### config.mk
export PLATFORM = sky130hd
export DESIGN_NAME = utf16_to_utf8_with_cursor_unit
export DESIGN_NICKNAME = d
export VERILOG_FILES = /design/src/sv/u16u8_pkg.sv /design/src/sv/utf16_to_utf8_with_cursor_unit.sv /design/src/sv/u16u8_front.sv /design/src/sv/u16u8_queue.sv /design/src/sv/u16u8_back.sv
export SDC_FILE = /design/constraint.sdc
export NUM_CORES = 1
export LEC_CHECK = 0
export BUFFER_PORTS_ARGS = -buffer_cell sky130_fd_sc_hd__buf_2
export CAP_MARGIN = 5
export CORE_UTILIZATION = 45
export DETAILED_ROUTE_END_ITERATION = 8
export PLACE_DENSITY = 0.66
export SKIP_LAST_GASP = 1
export SYNTH_ARGS = -nofsm -noshare
export SYNTH_HDL_FRONTEND = slang
export SYNTH_SLANG_ARGS = --single-unit
### constraint.sdc
create_clock -name clk -period 6.42 [get_ports clk]
set_input_delay 0.321 -clock clk [delete_from_list [all_inputs] [get_ports clk]]
set_output_delay 0.321 -clock clk [all_outputs]
set_load 0.005 [all_outputs]
### src/sv/u16u8_pkg.sv
// ---------------------------------------------------------------------------
// u16u8_pkg
// Shared types, constants and UTF-8 encode helpers for the UTF-16 to UTF-8
// transcoder with cursor mapping.
// ---------------------------------------------------------------------------
package u16u8_pkg;

  // String limits
  localparam int MAX_UNITS = 65536;
  localparam int UNIT_W    = $clog2(MAX_UNITS + 1);
  localparam int CURSOR_W  = 17;
  localparam int CMP_W     = (UNIT_W > CURSOR_W) ? UNIT_W : CURSOR_W;
  localparam int BYTES_W   = 18;
  localparam logic [BYTES_W-1:0] BYTE_SAT = '1;

  // Code point and surrogate constants
  localparam int CP_W = 21;
  localparam logic [15:0] HIGH_FIRST = 16'hD800;
  localparam logic [15:0] HIGH_LAST  = 16'hDBFF;
  localparam logic [15:0] LOW_FIRST  = 16'hDC00;
  localparam logic [15:0] LOW_LAST   = 16'hDFFF;
  localparam logic [CP_W-1:0] SUPP_BASE = 21'h10000;

  // UTF-8 lead and continuation marks
  localparam logic [7:0] LEAD2 = 8'hC0;
  localparam logic [7:0] LEAD3 = 8'hE0;
  localparam logic [7:0] LEAD4 = 8'hF0;
  localparam logic [7:0] CONT  = 8'h80;

  // Register map
  localparam int PADDR_W = 3;
  localparam logic REG_CURSOR_UNITS = 1'b0;

  // Decoupling queue
  localparam int QDEPTH = 4;
  localparam int QPTR_W = $clog2(QDEPTH);
  localparam int QCNT_W = $clog2(QDEPTH + 1);

  // One work item between front and back: one or two code points to emit
  typedef struct packed {
    logic [CP_W-1:0]    cp0;
    logic [CP_W-1:0]    cp1;
    logic               has1;
    logic               last;
    logic [BYTES_W-1:0] cursor;
  } entry_t;

  // Number of UTF-8 bytes for a code point
  function automatic logic [2:0] utf8_len(input logic [CP_W-1:0] cp);
    logic [2:0] len;
    if (cp < 21'h80)         len = 3'd1;
    else if (cp < 21'h800)   len = 3'd2;
    else if (cp < 21'h10000) len = 3'd3;
    else                     len = 3'd4;
    return len;
  endfunction

  // Byte idx of the UTF-8 encoding of a code point
  function automatic logic [7:0] utf8_byte(input logic [CP_W-1:0] cp,
                                           input logic [1:0]      idx);
    logic [2:0] len;
    logic [7:0] b;
    len = utf8_len(cp);
    b = cp[7:0];
    case (len)
      3'd2: begin
        b = (idx == 2'd0) ? (LEAD2 | {3'b000, cp[10:6]}) : (CONT | {2'b00, cp[5:0]});
      end
      3'd3: begin
        case (idx)
          2'd0:    b = LEAD3 | {4'b0000, cp[15:12]};
          2'd1:    b = CONT | {2'b00, cp[11:6]};
          default: b = CONT | {2'b00, cp[5:0]};
        endcase
      end
      3'd4: begin
        case (idx)
          2'd0:    b = LEAD4 | {5'b00000, cp[20:18]};
          2'd1:    b = CONT | {2'b00, cp[17:12]};
          2'd2:    b = CONT | {2'b00, cp[11:6]};
          default: b = CONT | {2'b00, cp[5:0]};
        endcase
      end
      default: b = cp[7:0];
    endcase
    return b;
  endfunction

  // Saturating byte-count add
  function automatic logic [BYTES_W-1:0] sat_add(input logic [BYTES_W-1:0] a,
                                                 input logic [2:0]         n);
    logic [BYTES_W:0] s;
    s = {1'b0, a} + {{(BYTES_W-2){1'b0}}, n};
    return s[BYTES_W] ? BYTE_SAT : s[BYTES_W-1:0];
  endfunction

endpackage

### src/sv/utf16_to_utf8_with_cursor_unit.sv
// ---------------------------------------------------------------------------
// utf16_to_utf8_with_cursor_unit
// UTF-16 to UTF-8 transcoder that also maps a cursor unit index to a byte
// offset, reported with the final byte of each string.
// ---------------------------------------------------------------------------
//
//  channel  | signals                                   | role
//  ---------+-------------------------------------------+------------------
//  unit     | unit_valid, unit_stall, code_unit, last_unit | UTF-16 in
//  byte     | byte_valid, byte_stall, out_byte, last_byte, | UTF-8 out
//           | cursor_byte                               |
//  config   | psel, penable, pwrite, paddr, pwdata,     | cursor_units reg
//           | prdata, pready                            |
//
//  One code unit can be accepted every cycle while the queue is not full;
//  the byte side gives one beat per cycle unless byte_stall holds it, so a
//  unit is paced by the bytes it emits (a held high surrogate emits none,
//  a flush plus a 3-byte unit six). The single-port byte expander sets that
//  rate; a 4-entry queue absorbs it. A unit's first byte passes through the
//  queue and then the output register. Synchronous reset clears string state,
//  the queue and cursor_units. byte_stall holds the output beat; unit_stall
//  rises only when the queue is full.
// ---------------------------------------------------------------------------
module utf16_to_utf8_with_cursor_unit (
  input  logic                              clk,
  input  logic                              rst,
  // code unit channel
  input  logic                              unit_valid,
  output logic                              unit_stall,
  input  logic [15:0]                       code_unit,
  input  logic                              last_unit,
  // byte channel
  output logic                              byte_valid,
  input  logic                              byte_stall,
  output logic [7:0]                        out_byte,
  output logic                              last_byte,
  output logic [u16u8_pkg::BYTES_W-1:0]     cursor_byte,
  // configuration
  input  logic                              psel,
  input  logic                              penable,
  input  logic                              pwrite,
  input  logic [u16u8_pkg::PADDR_W-1:0]     paddr,
  input  logic [31:0]                       pwdata,
  output logic [31:0]                       prdata,
  output logic                              pready
);

  logic [u16u8_pkg::CURSOR_W-1:0] cursor_units;
  logic                           q_full, q_push, q_pop, q_head_valid;
  u16u8_pkg::entry_t              q_in, q_head;

  // Config register
  assign pready = 1'b1;
  assign prdata = (paddr[2] == u16u8_pkg::REG_CURSOR_UNITS)
                  ? {{(32-u16u8_pkg::CURSOR_W){1'b0}}, cursor_units} : 32'h0;

  always_ff @(posedge clk) begin
    if (rst) begin
      cursor_units <= '0;
    end else if (psel && penable && pwrite && pready &&
                 (paddr[2] == u16u8_pkg::REG_CURSOR_UNITS)) begin
      cursor_units <= pwdata[u16u8_pkg::CURSOR_W-1:0];
    end
  end

  u16u8_front u_front (
    .clk          (clk),
    .rst          (rst),
    .unit_valid   (unit_valid),
    .unit_stall   (unit_stall),
    .code_unit    (code_unit),
    .last_unit    (last_unit),
    .cursor_units (cursor_units),
    .q_full       (q_full),
    .push         (q_push),
    .push_entry   (q_in)
  );

  u16u8_queue u_queue (
    .clk        (clk),
    .rst        (rst),
    .push       (q_push),
    .push_entry (q_in),
    .full       (q_full),
    .pop        (q_pop),
    .head_valid (q_head_valid),
    .head       (q_head)
  );

  u16u8_back u_back (
    .clk         (clk),
    .rst         (rst),
    .head_valid  (q_head_valid),
    .head        (q_head),
    .pop         (q_pop),
    .byte_valid  (byte_valid),
    .byte_stall  (byte_stall),
    .out_byte    (out_byte),
    .last_byte   (last_byte),
    .cursor_byte (cursor_byte)
  );

endmodule

### src/sv/u16u8_front.sv
// ---------------------------------------------------------------------------
// u16u8_front
// Accepts code units, pairs surrogates, tracks unit and byte counts and the
// cursor offset, and pushes the code points to emit into the queue.
// ---------------------------------------------------------------------------
module u16u8_front (
  input  logic                                clk,
  input  logic                                rst,
  input  logic                                unit_valid,
  output logic                                unit_stall,
  input  logic [15:0]                         code_unit,
  input  logic                                last_unit,
  input  logic [u16u8_pkg::CURSOR_W-1:0]      cursor_units,
  input  logic                                q_full,
  output logic                                push,
  output u16u8_pkg::entry_t                   push_entry
);

  // String state
  logic [15:0]                       held_high;
  logic                              held_valid;
  logic [u16u8_pkg::UNIT_W-1:0]      unit_index;
  logic [u16u8_pkg::BYTES_W-1:0]     bytes_emitted;
  logic [u16u8_pkg::BYTES_W-1:0]     cursor_offset;

  logic [15:0]                       held_high_next;
  logic                              held_valid_next;
  logic [u16u8_pkg::UNIT_W-1:0]      unit_index_next;
  logic [u16u8_pkg::BYTES_W-1:0]     bytes_emitted_next;
  logic [u16u8_pkg::BYTES_W-1:0]     cursor_offset_next;

  logic                              accept;
  logic                              is_high, is_low, starts;
  logic                              has_a, has_b;
  logic [u16u8_pkg::CP_W-1:0]        cp_a, cp_b;
  logic [u16u8_pkg::BYTES_W-1:0]     bytes_a, bytes_b, co_a, co_b;
  logic                              unit_sat;

  assign unit_stall = q_full;
  assign accept     = unit_valid && !q_full;

  // Classify and work out the code points of this unit
  always_comb begin
    is_high  = (code_unit >= u16u8_pkg::HIGH_FIRST) && (code_unit <= u16u8_pkg::HIGH_LAST);
    is_low   = (code_unit >= u16u8_pkg::LOW_FIRST) && (code_unit <= u16u8_pkg::LOW_LAST);
    unit_sat = (u16u8_pkg::CMP_W'(unit_index) >= u16u8_pkg::CMP_W'(u16u8_pkg::MAX_UNITS));

    // flush of a held high surrogate, joined with a low one when it follows
    has_a  = held_valid;
    starts = !(held_valid && is_low);
    if (held_valid && is_low) begin
      cp_a = u16u8_pkg::SUPP_BASE + {1'b0, held_high[9:0], code_unit[9:0]};
    end else begin
      cp_a = {5'b00000, held_high};
    end
    bytes_a = has_a ? u16u8_pkg::sat_add(bytes_emitted, u16u8_pkg::utf8_len(cp_a))
                    : bytes_emitted;

    // cursor on the start of this unit's code point
    co_a = cursor_offset;
    if (starts && !unit_sat &&
        (u16u8_pkg::CMP_W'(unit_index) == u16u8_pkg::CMP_W'(cursor_units))) begin
      co_a = bytes_a;
    end

    // the unit itself: held if a high surrogate with more to come
    cp_b  = {5'b00000, code_unit};
    has_b = starts && !(is_high && !last_unit);
    bytes_b = has_b ? u16u8_pkg::sat_add(bytes_a, u16u8_pkg::utf8_len(cp_b)) : bytes_a;

    unit_index_next = unit_sat ? unit_index : unit_index + 1'b1;

    // cursor at or past the end
    co_b = co_a;
    if (last_unit && (u16u8_pkg::CMP_W'(cursor_units) >= u16u8_pkg::CMP_W'(unit_index_next))) begin
      co_b = bytes_b;
    end

    held_high_next     = (starts && is_high && !last_unit) ? code_unit : 16'h0000;
    held_valid_next    = starts && is_high && !last_unit;
    bytes_emitted_next = bytes_b;
    cursor_offset_next = co_b;
    if (last_unit) begin
      held_high_next     = 16'h0000;
      held_valid_next    = 1'b0;
      unit_index_next    = '0;
      bytes_emitted_next = '0;
      cursor_offset_next = '0;
    end
  end

  // Queue entry: slot 0 always holds the first code point
  always_comb begin
    push              = accept && (has_a || has_b);
    push_entry.cp0    = has_a ? cp_a : cp_b;
    push_entry.cp1    = cp_b;
    push_entry.has1   = has_a && has_b;
    push_entry.last   = last_unit;
    push_entry.cursor = co_b;
  end

  // State registers
  always_ff @(posedge clk) begin
    if (rst) begin
      held_high     <= '0;
      held_valid    <= 1'b0;
      unit_index    <= '0;
      bytes_emitted <= '0;
      cursor_offset <= '0;
    end else if (accept) begin
      held_high     <= held_high_next;
      held_valid    <= held_valid_next;
      unit_index    <= unit_index_next;
      bytes_emitted <= bytes_emitted_next;
      cursor_offset <= cursor_offset_next;
    end
  end

endmodule

### src/sv/u16u8_queue.sv
// ---------------------------------------------------------------------------
// u16u8_queue
// Short FIFO of work items between the front and the back.
// ---------------------------------------------------------------------------
module u16u8_queue (
  input  logic              clk,
  input  logic              rst,
  input  logic              push,
  input  u16u8_pkg::entry_t push_entry,
  output logic              full,
  input  logic              pop,
  output logic              head_valid,
  output u16u8_pkg::entry_t head
);

  u16u8_pkg::entry_t                mem [u16u8_pkg::QDEPTH];
  logic [u16u8_pkg::QPTR_W-1:0]     wr_ptr, rd_ptr;
  logic [u16u8_pkg::QCNT_W-1:0]     count;

  assign full       = (count == u16u8_pkg::QCNT_W'(u16u8_pkg::QDEPTH));
  assign head_valid = (count != '0);
  assign head       = mem[rd_ptr];

  // Storage
  always_ff @(posedge clk) begin
    if (push) begin
      mem[wr_ptr] <= push_entry;
    end
  end

  // Pointers and fill count
  always_ff @(posedge clk) begin
    if (rst) begin
      wr_ptr <= '0;
      rd_ptr <= '0;
      count  <= '0;
    end else begin
      if (push) wr_ptr <= wr_ptr + 1'b1;
      if (pop)  rd_ptr <= rd_ptr + 1'b1;
      case ({push, pop})
        2'b10:   count <= count + 1'b1;
        2'b01:   count <= count - 1'b1;
        default: count <= count;
      endcase
    end
  end

endmodule

### src/sv/u16u8_back.sv
// ---------------------------------------------------------------------------
// u16u8_back
// Expands queued code points into UTF-8 bytes, one beat per cycle unless
// byte_stall holds the output, through an output register.
// ---------------------------------------------------------------------------
module u16u8_back (
  input  logic                            clk,
  input  logic                            rst,
  input  logic                            head_valid,
  input  u16u8_pkg::entry_t               head,
  output logic                            pop,
  output logic                            byte_valid,
  input  logic                            byte_stall,
  output logic [7:0]                      out_byte,
  output logic                            last_byte,
  output logic [u16u8_pkg::BYTES_W-1:0]   cursor_byte
);

  logic                          seg;
  logic [1:0]                    idx;
  logic [u16u8_pkg::CP_W-1:0]    cp;
  logic [2:0]                    len;
  logic                          cp_done, item_done, load;

  // Walk position within the head item
  always_comb begin
    cp        = seg ? head.cp1 : head.cp0;
    len       = u16u8_pkg::utf8_len(cp);
    cp_done   = ({1'b0, idx} == len - 3'd1);
    item_done = cp_done && (seg || !head.has1);
    load      = head_valid && (!byte_valid || !byte_stall);
    pop       = load && item_done;
  end

  always_ff @(posedge clk) begin
    if (rst) begin
      seg <= 1'b0;
      idx <= 2'd0;
    end else if (load) begin
      if (cp_done) begin
        seg <= !item_done;
        idx <= 2'd0;
      end else begin
        idx <= idx + 2'd1;
      end
    end
  end

  // Output register
  always_ff @(posedge clk) begin
    if (rst) begin
      byte_valid <= 1'b0;
    end else if (!byte_valid || !byte_stall) begin
      byte_valid <= head_valid;
    end
  end

  always_ff @(posedge clk) begin
    if (load) begin
      out_byte    <= u16u8_pkg::utf8_byte(cp, idx);
      last_byte   <= item_done && head.last;
      cursor_byte <= (item_done && head.last) ? head.cursor : '0;
    end
  end

endmodule

# --- After elaboration in Yosys (flattened, before gate mapping) ---
# Memories as Yosys holds them, arrays and structs flattened. A register that Yosys moved wholly into a read port is not among the register bits.
# Index checks and enable logic that the tools add are counted.
word_totals:
  ff_bits: 125
  mem_bits_rw: 228
  inputBits: 59
  output_inout_bits: 62
  mem_count: 1
classes:
  n_eq_ne: 10
  n_addsub: 10
  n_mux: 36
  magnitude_cmp: 14
  n_bitwise: 1
  reduce_logical: 36
mem_list:
  columns: ["memory", "depth", "width", "rd", "rd_ports_with_merged_regs", "write_ports", "line", "text"]
  rows:
  - ["u_queue.mem", 4, 57, 1, 1, 1, "u16u8_queue.sv:16", "u16u8_pkg::entry_t mem [u16u8_pkg::QDEPTH];"]
ops:
  columns: ["cell", "count"]
  rows:
  - ["$mux W18", 8]
  - ["$mux W21", 3]
  - ["$mux W17", 3]
  - ["$lt A21 B12 Y1 const B", 2]
  - ["$lt A21 B17 Y1 const B", 2]
  - ["$lt A21 B8 Y1 const B", 2]
  - ["$add A18 B3 Y19", 2]
  - ["$ge A16 B16 Y1 const B", 2]
  - ["$le A16 B16 Y1 const B", 2]
  - ["$mux W16", 2]
  - ["$mux W3", 8]
  - ["$pmux W8 S3", 1]
  - ["$add A17 B20 Y21 const A", 1]
  - ["$pmux W7 S3", 1]
  - ["$logic_and A1 B1 Y1", 20]
  - ["$add A17 B1 Y17 const B", 1]
  - ["$eq A17 B17 Y1", 1]
  - ["$ge A17 B17 Y1", 1]
  - ["$ge A17 B17 Y1 const B", 1]
  - ["$lt A16 B12 Y1 const B", 1]
  - ["$lt A16 B8 Y1 const B", 1]
  - ["$pmux W7 S2", 1]
  - ["$logic_not A1 Y1", 9]
  - ["$mux W7", 1]
  - ["17 further kinds", 31]

# --- Longest topological paths before layout ---
# Gate-level depths: netlist of the first run.
logic_depth:
  ltp_word: 16
  ltp_mapped: 24
  mapped_depth_nobuf: 22

# --- Modules after synthesis ---
# Synthesis of the first run repeated with hierarchy kept, for this count alone.
hier_totals:
  cells_unflattened: 1429
  area_unflattened_um2: 18330.1
by_module_without_submodules:
  columns: ["module", "area_per_inst_um2", "cells_per_inst", "seq_area_each_um2", "instances"]
  rows:
  - ["u16u8_queue", 9442.8, 367, 7627.3, 1]
  - ["u16u8_front", 5670.4, 744, 1401.3, 1]
  - ["u16u8_back", 2185.8, 208, 890.9, 1]
  - ["utf16_to_utf8_with_cursor_unit", 1031.0, 110, 340.3, 1]

# --- Least setup slack after synthesis of the first run ---
# No wires, ideal clock.
synth_path:
  path_type: "input port to flip-flop"
  from: "input port code_unit[15]"
  to: "memory u_queue.mem[0][14] in the netlist's numbering (data pin)"
  path_buffers: 3
  slack_ns: 1.173
  arrival_time_ns: 5.018
  cell_stages: 24
  setup_time_ns: 0.230
  path_cell_list: "nand2_1 > nor3_1 > and2_1 > buf_2 > nand2_1 > nand3_1 > o31ai_1 > a21oi_1 > ha_1 > fa_1 > a21oi_2 > nor4_4 > nand3_1 > clkbuf_1 > nand2_1 > ha_1 > inv_1 > fa_1 > or2_2 > nor3_2 > and3_1 > buf_4 > nor2_1 > a221oi_1"
synth_rtl:
  columns: ["item", "line", "text"]
  rows:
  - ["start: declaration", "utf16_to_utf8_with_cursor_unit.sv:30", "input logic [15:0] code_unit,"]
  - ["end: declaration", "u16u8_queue.sv:16", null]

==> summary.txt, run 1 <==
Outcome = completed
WL per Instance = 19.3 um
Initial antenna violation count = 0
Post-synth ARST share = 0%
CP max FO = 19
Leakage power total = 6.68 nW
Cells after synthesis = 1395
Final #Nets = 1567
Average size of a mapped cell = 12.1 um^2
Worst slack, placed = 597 ps
Comb pwr share = 10.4%
Power Density = 287 mW/mm^2
Seq cells post-synth = 355
H-tree levels = 2
Clock root buffer = clkbuf_16
Register area share after synthesis = 57.3%
Die span in x = 196 um
Drt drc = 0
Final WL = 38.0 mm
Number of synthesized flops with an enable pin = 255
Unrepaired setup endpoints after global routing = no
Max Fclk = 184 MHz
Worst min path class = in -> reg
CP max-delay cell = or4_1
CTS tree = built
Hold slack final = 25.8 ps
Final worst setup slack = 997 ps
Main synth FF type = edfxtp_1
Final HPWL DP = 24.7 mm
Global placer's final weighted congestion = 0.881
Total power = 0.00544 W
Row cnt = 70
Internal power = 0.00415 W
Post-Syn Area = 0.0169 mm^2
Total area of multi-input combinational cells = 0.00669 mm^2
Core ar. = 0.0367 mm^2
Largest net degree at the start of global routing = 67
First-pass DRT Iterations = 5
Final hold vios = 0
Initial DRC count = 826
Initial Utilization = 45.9%
Worst path arrival time = 5740 ps
Critical path required time = 6740 ps
Setup TNS = 0 ps
Final worst clock skew = 14.3 ps
Sw Share = 23.6%
Slew HR = 31.8%
ANT nets after route = 0
Final setup vio count = 0
Fin crit period = 5420 ps
I/O Buffers = 87
Die Y = 196 um
Vias/cell = 5.66
GRT Total Usage = 20.2%
Clock share of power = 40.6%
Inserted Clock Buffers = 38
Ant. Diodes = 0
Post-route clock period utilization = 84.5%
Clock Pin Slew Worst Setup and Hold Paths = 60 ps
Clock Latency Late Sink = 540 ps
Clock Path Buffers = 3
Post-CTS setup buffer count = 0
Hold_buf cts = 0
I/O Pins = 121
Residual overflow from global routing = 0
Filler cells = 3111
Worst-path cell chain = or4_1 -> nor2_1 -> a21oi_1 -> a21oi_1 -> ha_1 -> fa_1 -> a21oi_2 -> nor4_4 -> nand3_1 -> nand2_1 -> ha_1 -> inv_1 -> fa_1 -> or2_2 -> nor3_2 -> and3_1 -> buf_4 -> a211oi_1 -> a21oi_1
Synth Warn # = 0
CP Capture Type = flip-flop
Most frequent CP cell = a21oi_1
Final core occ = 51.6%
Layout cells sized above 1 = 18.0%
Register area = 0.00966 mm^2
Critical path launch point type = flip-flop
Worst stage delay on the critical path = 560 ps
Synth cell types = 71
Maximum capacitance violations = 0
Die area = 0.0382 mm^2
Sequential fraction of design power = 49.0%
Area Overhead vs Synth = 12.4%
Sw Pwr = 0.00128 W
Post_cts resized = 0
CTS Sinks = 355
Via count = 11100
Number of global-route vias before repair = 11000
Max rail drop VDD = 171 uV
Crit Path Class = reg -> reg
Worst-Margin Slew = 1020 ps
Max Slew Vio Count = 0
First-pass GRT wire length = 60.3 mm
## critical path, delay by kind of cell (launching register included)
family | cells | cell delay [ps]
simple gates | 8 | 2510
fa+ha+maj | 4 | 1150
compound gates | 5 | 850
buf+inv | 2 | 310
flops | 1 | 370
## state kept, by name, indices dropped and copies added, names as in the netlist, named ones only
register / cells
u_queue.count: 3
u_back.cursor_byte: 18
u_queue.mem: 228
u_queue.wr_ptr: 2
u_back.seg: 1
u_back.last_byte: 1
u_back.out_byte: 8
u_back.idx: 2
u_front.held_high: 16
u_front.bytes_emitted: 18
u_front.cursor_offset: 18
cursor_units: 17
u_front.unit_index: 17
u_back.byte_valid: 1
u_front.has_a: 1
u_queue.rd_ptr: 2
## synth_stat cells (all sizes together) (5+ instances only)
| cell type | count | share of area [%] |
|---|---|---|
| nor2 | 108 | 2.4 |
| nand3b | 7 | 0.39 |
| clkbuf | 51 | 1.1 |
| o21bai | 5 | 0.29 |
| buf | 42 | 1.5 |
| a211oi | 19 | 0.88 |
| o211ai | 6 | 0.27 |
| mux4 | 57 | 7.6 |
| or2 | 5 | 0.19 |
| a21o | 5 | 0.22 |
| o21ai | 50 | 1.5 |
| a22oi | 15 | 0.67 |
| mux2i | 24 | 1.4 |
| nand4 | 8 | 0.30 |
| a21oi | 101 | 3.0 |
| nor2b | 42 | 1.7 |
| nand3 | 27 | 0.80 |
| xnor2 | 42 | 2.2 |
| nand2 | 155 | 3.5 |
| or4 | 5 | 0.22 |
| a22o | 13 | 0.68 |
| dfxtp | 100 | 12 |
| or3 | 8 | 0.30 |
| xor2 | 21 | 1.1 |
| and3 | 14 | 0.52 |
| edfxtp | 255 | 45 |
| nand2b | 12 | 0.45 |
| a31oi | 8 | 0.30 |
| ha | 38 | 2.8 |
| mux2 | 15 | 1.0 |
| nor4 | 15 | 0.73 |
| inv | 32 | 0.71 |
| and2 | 11 | 0.41 |
| nor3 | 29 | 0.89 |
## layout by cell type (no fill, tap or decap), types with 24 or more instances in the layout
cell type and count:
edfxtp_1 255, nand2_1 154, nor2_1 106, a21oi_1 99, dfxtp_1 98, buf_2 87
mux4_2 57, o21ai_0 47, xnor2_1 42, clkbuf_16 39, ha_1 38, nor2b_1 33
inv_1 32, nor3_1 28, nand3_1 27, mux2i_1 24, buf_4 24
## power groups by stage
stage	clock [W]	sequential [W]	combinational (W)
finish	0.00221	0.00266	0.000563
CTS	0.00225	0.00267	0.000564
global route	0.00235	0.00268	0.000620
detailed placement	0	0.00271	0.000561
floorplan	0	0.00271	0.000376
global placement	0	0.00271	0.000551
## metal layers
layer  GRT usage, %  part of all wire (%)  vias up
li1               -                     -     5275
met3           3.33                   5.4       57
met5              0                     0        -
met4           6.36                   2.3        0
met2           33.2                    47      322
met1           27.3                    45     5454
## layout make-up
class,instances,area share [%]
Sequential cell,355,51.0
Inverter,34,0.674
Clock inverter,17,1.02
Tap cell,468,3.09
Clock buffer,52,5.62
Multi-Input combinational cell,927,35.3
Timing Repair Buffer,111,3.25
## final timing paths
check | startpoint | endpoint | slack [ps] | depth (start not counted)
setup / recovery | u_front.held_high[0] | u_queue.mem[3][0] | 1000 | 19
hold / removal | pwdata[15] | cursor_units[15] | 30 | 3
setup reg to reg | u_front.held_high[0] | u_queue.mem[3][0] | 1000 | 19
hold reg to reg | u_front.cursor_offset[15] | u_front.cursor_offset[15] | 440 | 2
## stage by stage
step / std cells / cell area (um^2)
2_1_floorplan: 1409 / 16900
3_3_place_gp: 1894 / 17700
3_5_place_dp: 1894 / 17700
4_1_cts: 1963 / 18900
5_1_grt: 1964 / 18900
6_report: 1964 / 18900
## logic make-up (layout without fill, tap and decap cells)
logic type      count (synthesis)  in the layout  share of synthesized area (%)
buf+inv                       127            214                           3.41
fa+ha+maj                      41             41                           3.18
compound gates                253            253                           9.38
flops                         355            355                           57.3
xor+xnor                       63             63                           3.27
simple gates                  458            458                           13.4
mux                            96             96                           10.0
other cells                     2             16                         0.0446
(Power assumes the default switching activity.)
==> run 2: changes to the inputs <==
==> constraint.sdc (replaced) <==
create_clock -name clk -period 5.35 [get_ports clk]
set_input_delay 0.2675 -clock clk [delete_from_list [all_inputs] [get_ports clk]]
set_output_delay 0.2675 -clock clk [all_outputs]
set_load 0.005 [all_outputs]
==> summary.txt, run 2 (synthesis gave the netlist of run 1 again) <==
Outcome = completed
CTS Sinks = 355 (unchanged)
GRT Total Usage = 20.7% (+0.55 points)
Final core occ = 52.5% (+0.90 points)
Layout cells sized above 1 = 18.8% (+0.81 points)
CP max FO = 6 (-13)
Top reg by flops = u_queue.mem
ANT nets after route = 0 (unchanged)
Final worst clock skew = 15.6 ps (+1.31 ps)
Post-route clock period utilization = 94.7% (+10 points)
Die area = 0.0382 mm^2 (unchanged)
Unrepaired setup endpoints after global routing = no
CTS tree = built
Leakage power total = 6.85 nW (+2.6%)
Final #Nets = 1609 (+2.7%)
Row cnt = 70 (unchanged)
Critical path required time = 5590 ps (-1150 ps)
Initial Utilization = 45.9% (unchanged)
Initial antenna violation count = 0 (unchanged)
Drt drc = 0 (unchanged)
Worst min path class = in -> reg
Global placer's final weighted congestion = 0.900 (+2.1%)
Final hold vios = 0 (unchanged)
Clock Latency Late Sink = 530 ps (about the same)
Critical path launch point type = flip-flop
CP Capture Point = u_queue.mem[0][16]
Comb pwr share = 10.9% (+0.5 points)
Worst R2R End = u_queue.mem[0][16]
Max Slew Vio Count = 0 (unchanged)
Ant. Diodes = 0 (unchanged)
Largest net degree at the start of global routing = 66 (-1.5%)
Initial DRC count = 837 (+1.3%)
Internal power = 0.00488 W (+18%)
Post-placement cell count = 1912 (+0.95%)
H-tree levels = 2 (unchanged)
Final HPWL DP = 26.0 mm (+5.3%)
Final WL = 39.3 mm (+3.5%)
I/O Pins = 121 (unchanged)
Max Fclk = 197 MHz (+7.1%)
WL per Instance = 19.6 um (+1.3%)
Most frequent cells in the layout = edfxtp_1 (255), nand2_1 (154), nor2_1 (106), a21oi_1 (99), dfxtp_1 (98)
Core ar. = 0.0367 mm^2 (unchanged)
Residual overflow from global routing = 0 (unchanged)
Final setup vio count = 0 (unchanged)
Max rail drop VDD = 179 uV (+4.5%)
Via count = 11400 (+2.7%)
Vias/cell = 5.69 (+0.58%)
Hold slack final = 19.4 ps (-6.42 ps)
Clock share of power = 39.4% (-1.2 points)
Commonest non-fill, non-tap cell in the layout = edfxtp_1
Fin crit period = 5060 ps (-359 ps)
Maximum capacitance violations = 0 (unchanged)
I/O Buffers = 87 (unchanged)
Crit Path Class = reg -> reg
Worst-Margin Slew = 998 ps (-24.8 ps)
Clock Pin Slew Worst Setup and Hold Paths = 60 ps (about the same)
Die span in x = 196 um (unchanged)
Clock root buffer = clkbuf_16
Finished Layout Cells = 2006 (+2.1%)
Die Y = 196 um (unchanged)
Worst R2R Path Depth = 18 (-1)
Slew HR = 33.5% (+1.7 points)
CP Capture Type = flip-flop
Area Overhead vs Synth = 14.3%
Worst path arrival time = 5300 ps (-440 ps)
Sw Pwr = 0.00155 W (+21%)
Setup TNS = 0 ps (unchanged)
First-pass DRT Iterations = 5 (unchanged)
Worst r2r src = u_front.held_high[0]
Sw Share = 24.1% (+0.48 points)
Power Density = 334 mW/mm^2 (+16%)
Number of global-route vias before repair = 11100 (+1.4%)
Sequential fraction of design power = 49.7% (+0.7 points)
Inserted Clock Buffers = 39 (+2.6%)
Worst R2R Setup Slack = 290 ps (-710 ps)
Clock Path Buffers = 3 (unchanged)
Max reg flops = 228 (unchanged)
First-pass GRT wire length = 61.9 mm (+2.5%)
Crit. Startpoint = u_front.held_high[0]
==> run 2: cell count changes in the layout (fill, tap and decap cells not counted) <==
cell,change
dlygate4sd3_1,+23
buf_4,+16
clkinv_1,-4
bufinv_16,-3
clkbuf_1,+3
clkinv_2,+3
buf_12,+2
clkbuf_2,+1
clkbuf_8,+1
clkinv_4,+1
inv_6,-1
==> run 2: per-layer routing <==
metal	wire, um	vias up	part of all wire, %	GRT usage [%]
met1	17200	5611	44	28.0
li1	-	5351	-	-
met5	0	-	0	0
met2	18600	378	47	34.0
met4	1130	0	2.9	7.03
met3	2450	71	6.2	3.44
==> run 2: power by group through the flow <==
stage | combinational, W | clock [W] | sequential (W)
5_1_grt | 0.000772 | 0.00269 | 0.00321
3_5_place_dp | 0.000686 | 0 | 0.00325
6_report | 0.000701 | 0.00254 | 0.00319
3_3_place_gp | 0.000674 | 0 | 0.00325
4_1_cts | 0.000702 | 0.00258 | 0.00320
2_1_floorplan | 0.000451 | 0 | 0.00325
==> run 2: how the worst min path moves through the flow <==
stage / startpoint / end / slack, ps / cells past startpoint
after global routing: pwdata[11] / cursor_units[11] / 30 / 3
after floorplan: last_unit / u_queue.mem[0][18] / 370 / 0
after CTS: pwdata[11] / cursor_units[11] / 1 / 3
after global placement: u_front.cursor_offset[15] / u_front.cursor_offset[15] / 430 / 2
final: pwdata[11] / cursor_units[11] / 20 / 3
after detailed placement: u_front.cursor_offset[15] / u_front.cursor_offset[15] / 430 / 2
==> run 2: area by class of cell <==
class                   count  area [um^2]
clock buffers              57         1090
inverters                  34          128
fillers                  3098        17400
well taps                 468          586
clock inverters            13          104
repair buffers            152         1010
flip-flops and latches    355         9660
multi-input cells         927         6690
==> run 2: worst max-delay path, cell delays in order, from the launching register on <==
cell and delay (ps):
dfxtp_1 370, or4_1 590, nor2_1 110, a21oi_1 60, a21oi_1 170, ha_1 260, fa_1 240, a21oi_2 90
nor4_4 420, nand3_1 230, nand2_1 160, ha_1 180, inv_1 60, fa_1 370, or2_2 350, or3_1 390
or3_1 350, mux2i_1 200, a21oi_1 150
==> run 2: what timing repair did <==
item	CTS	global route
endpoints found under the hold margin	41	0
hold buffers	23	0
buffers inserted	0	1
resized for setup	0	0
setup endpoints to repair	0	1
==> run 2: through the flow <==
| step | total power [W] | worst slack [ps] | area (um^2) |
|---|---|---|---|
| after floorplan | 0.00370 | 156 | 16900 |
| after global placement | 0.00392 | 183 | 17800 |
| after detailed placement | 0.00394 | 44.9 | 17800 |
| after CTS | 0.00648 | 236 | 19300 |
| after global routing | 0.00667 | 40.3 | 19300 |
| final | 0.00643 | 286 | 19300 |
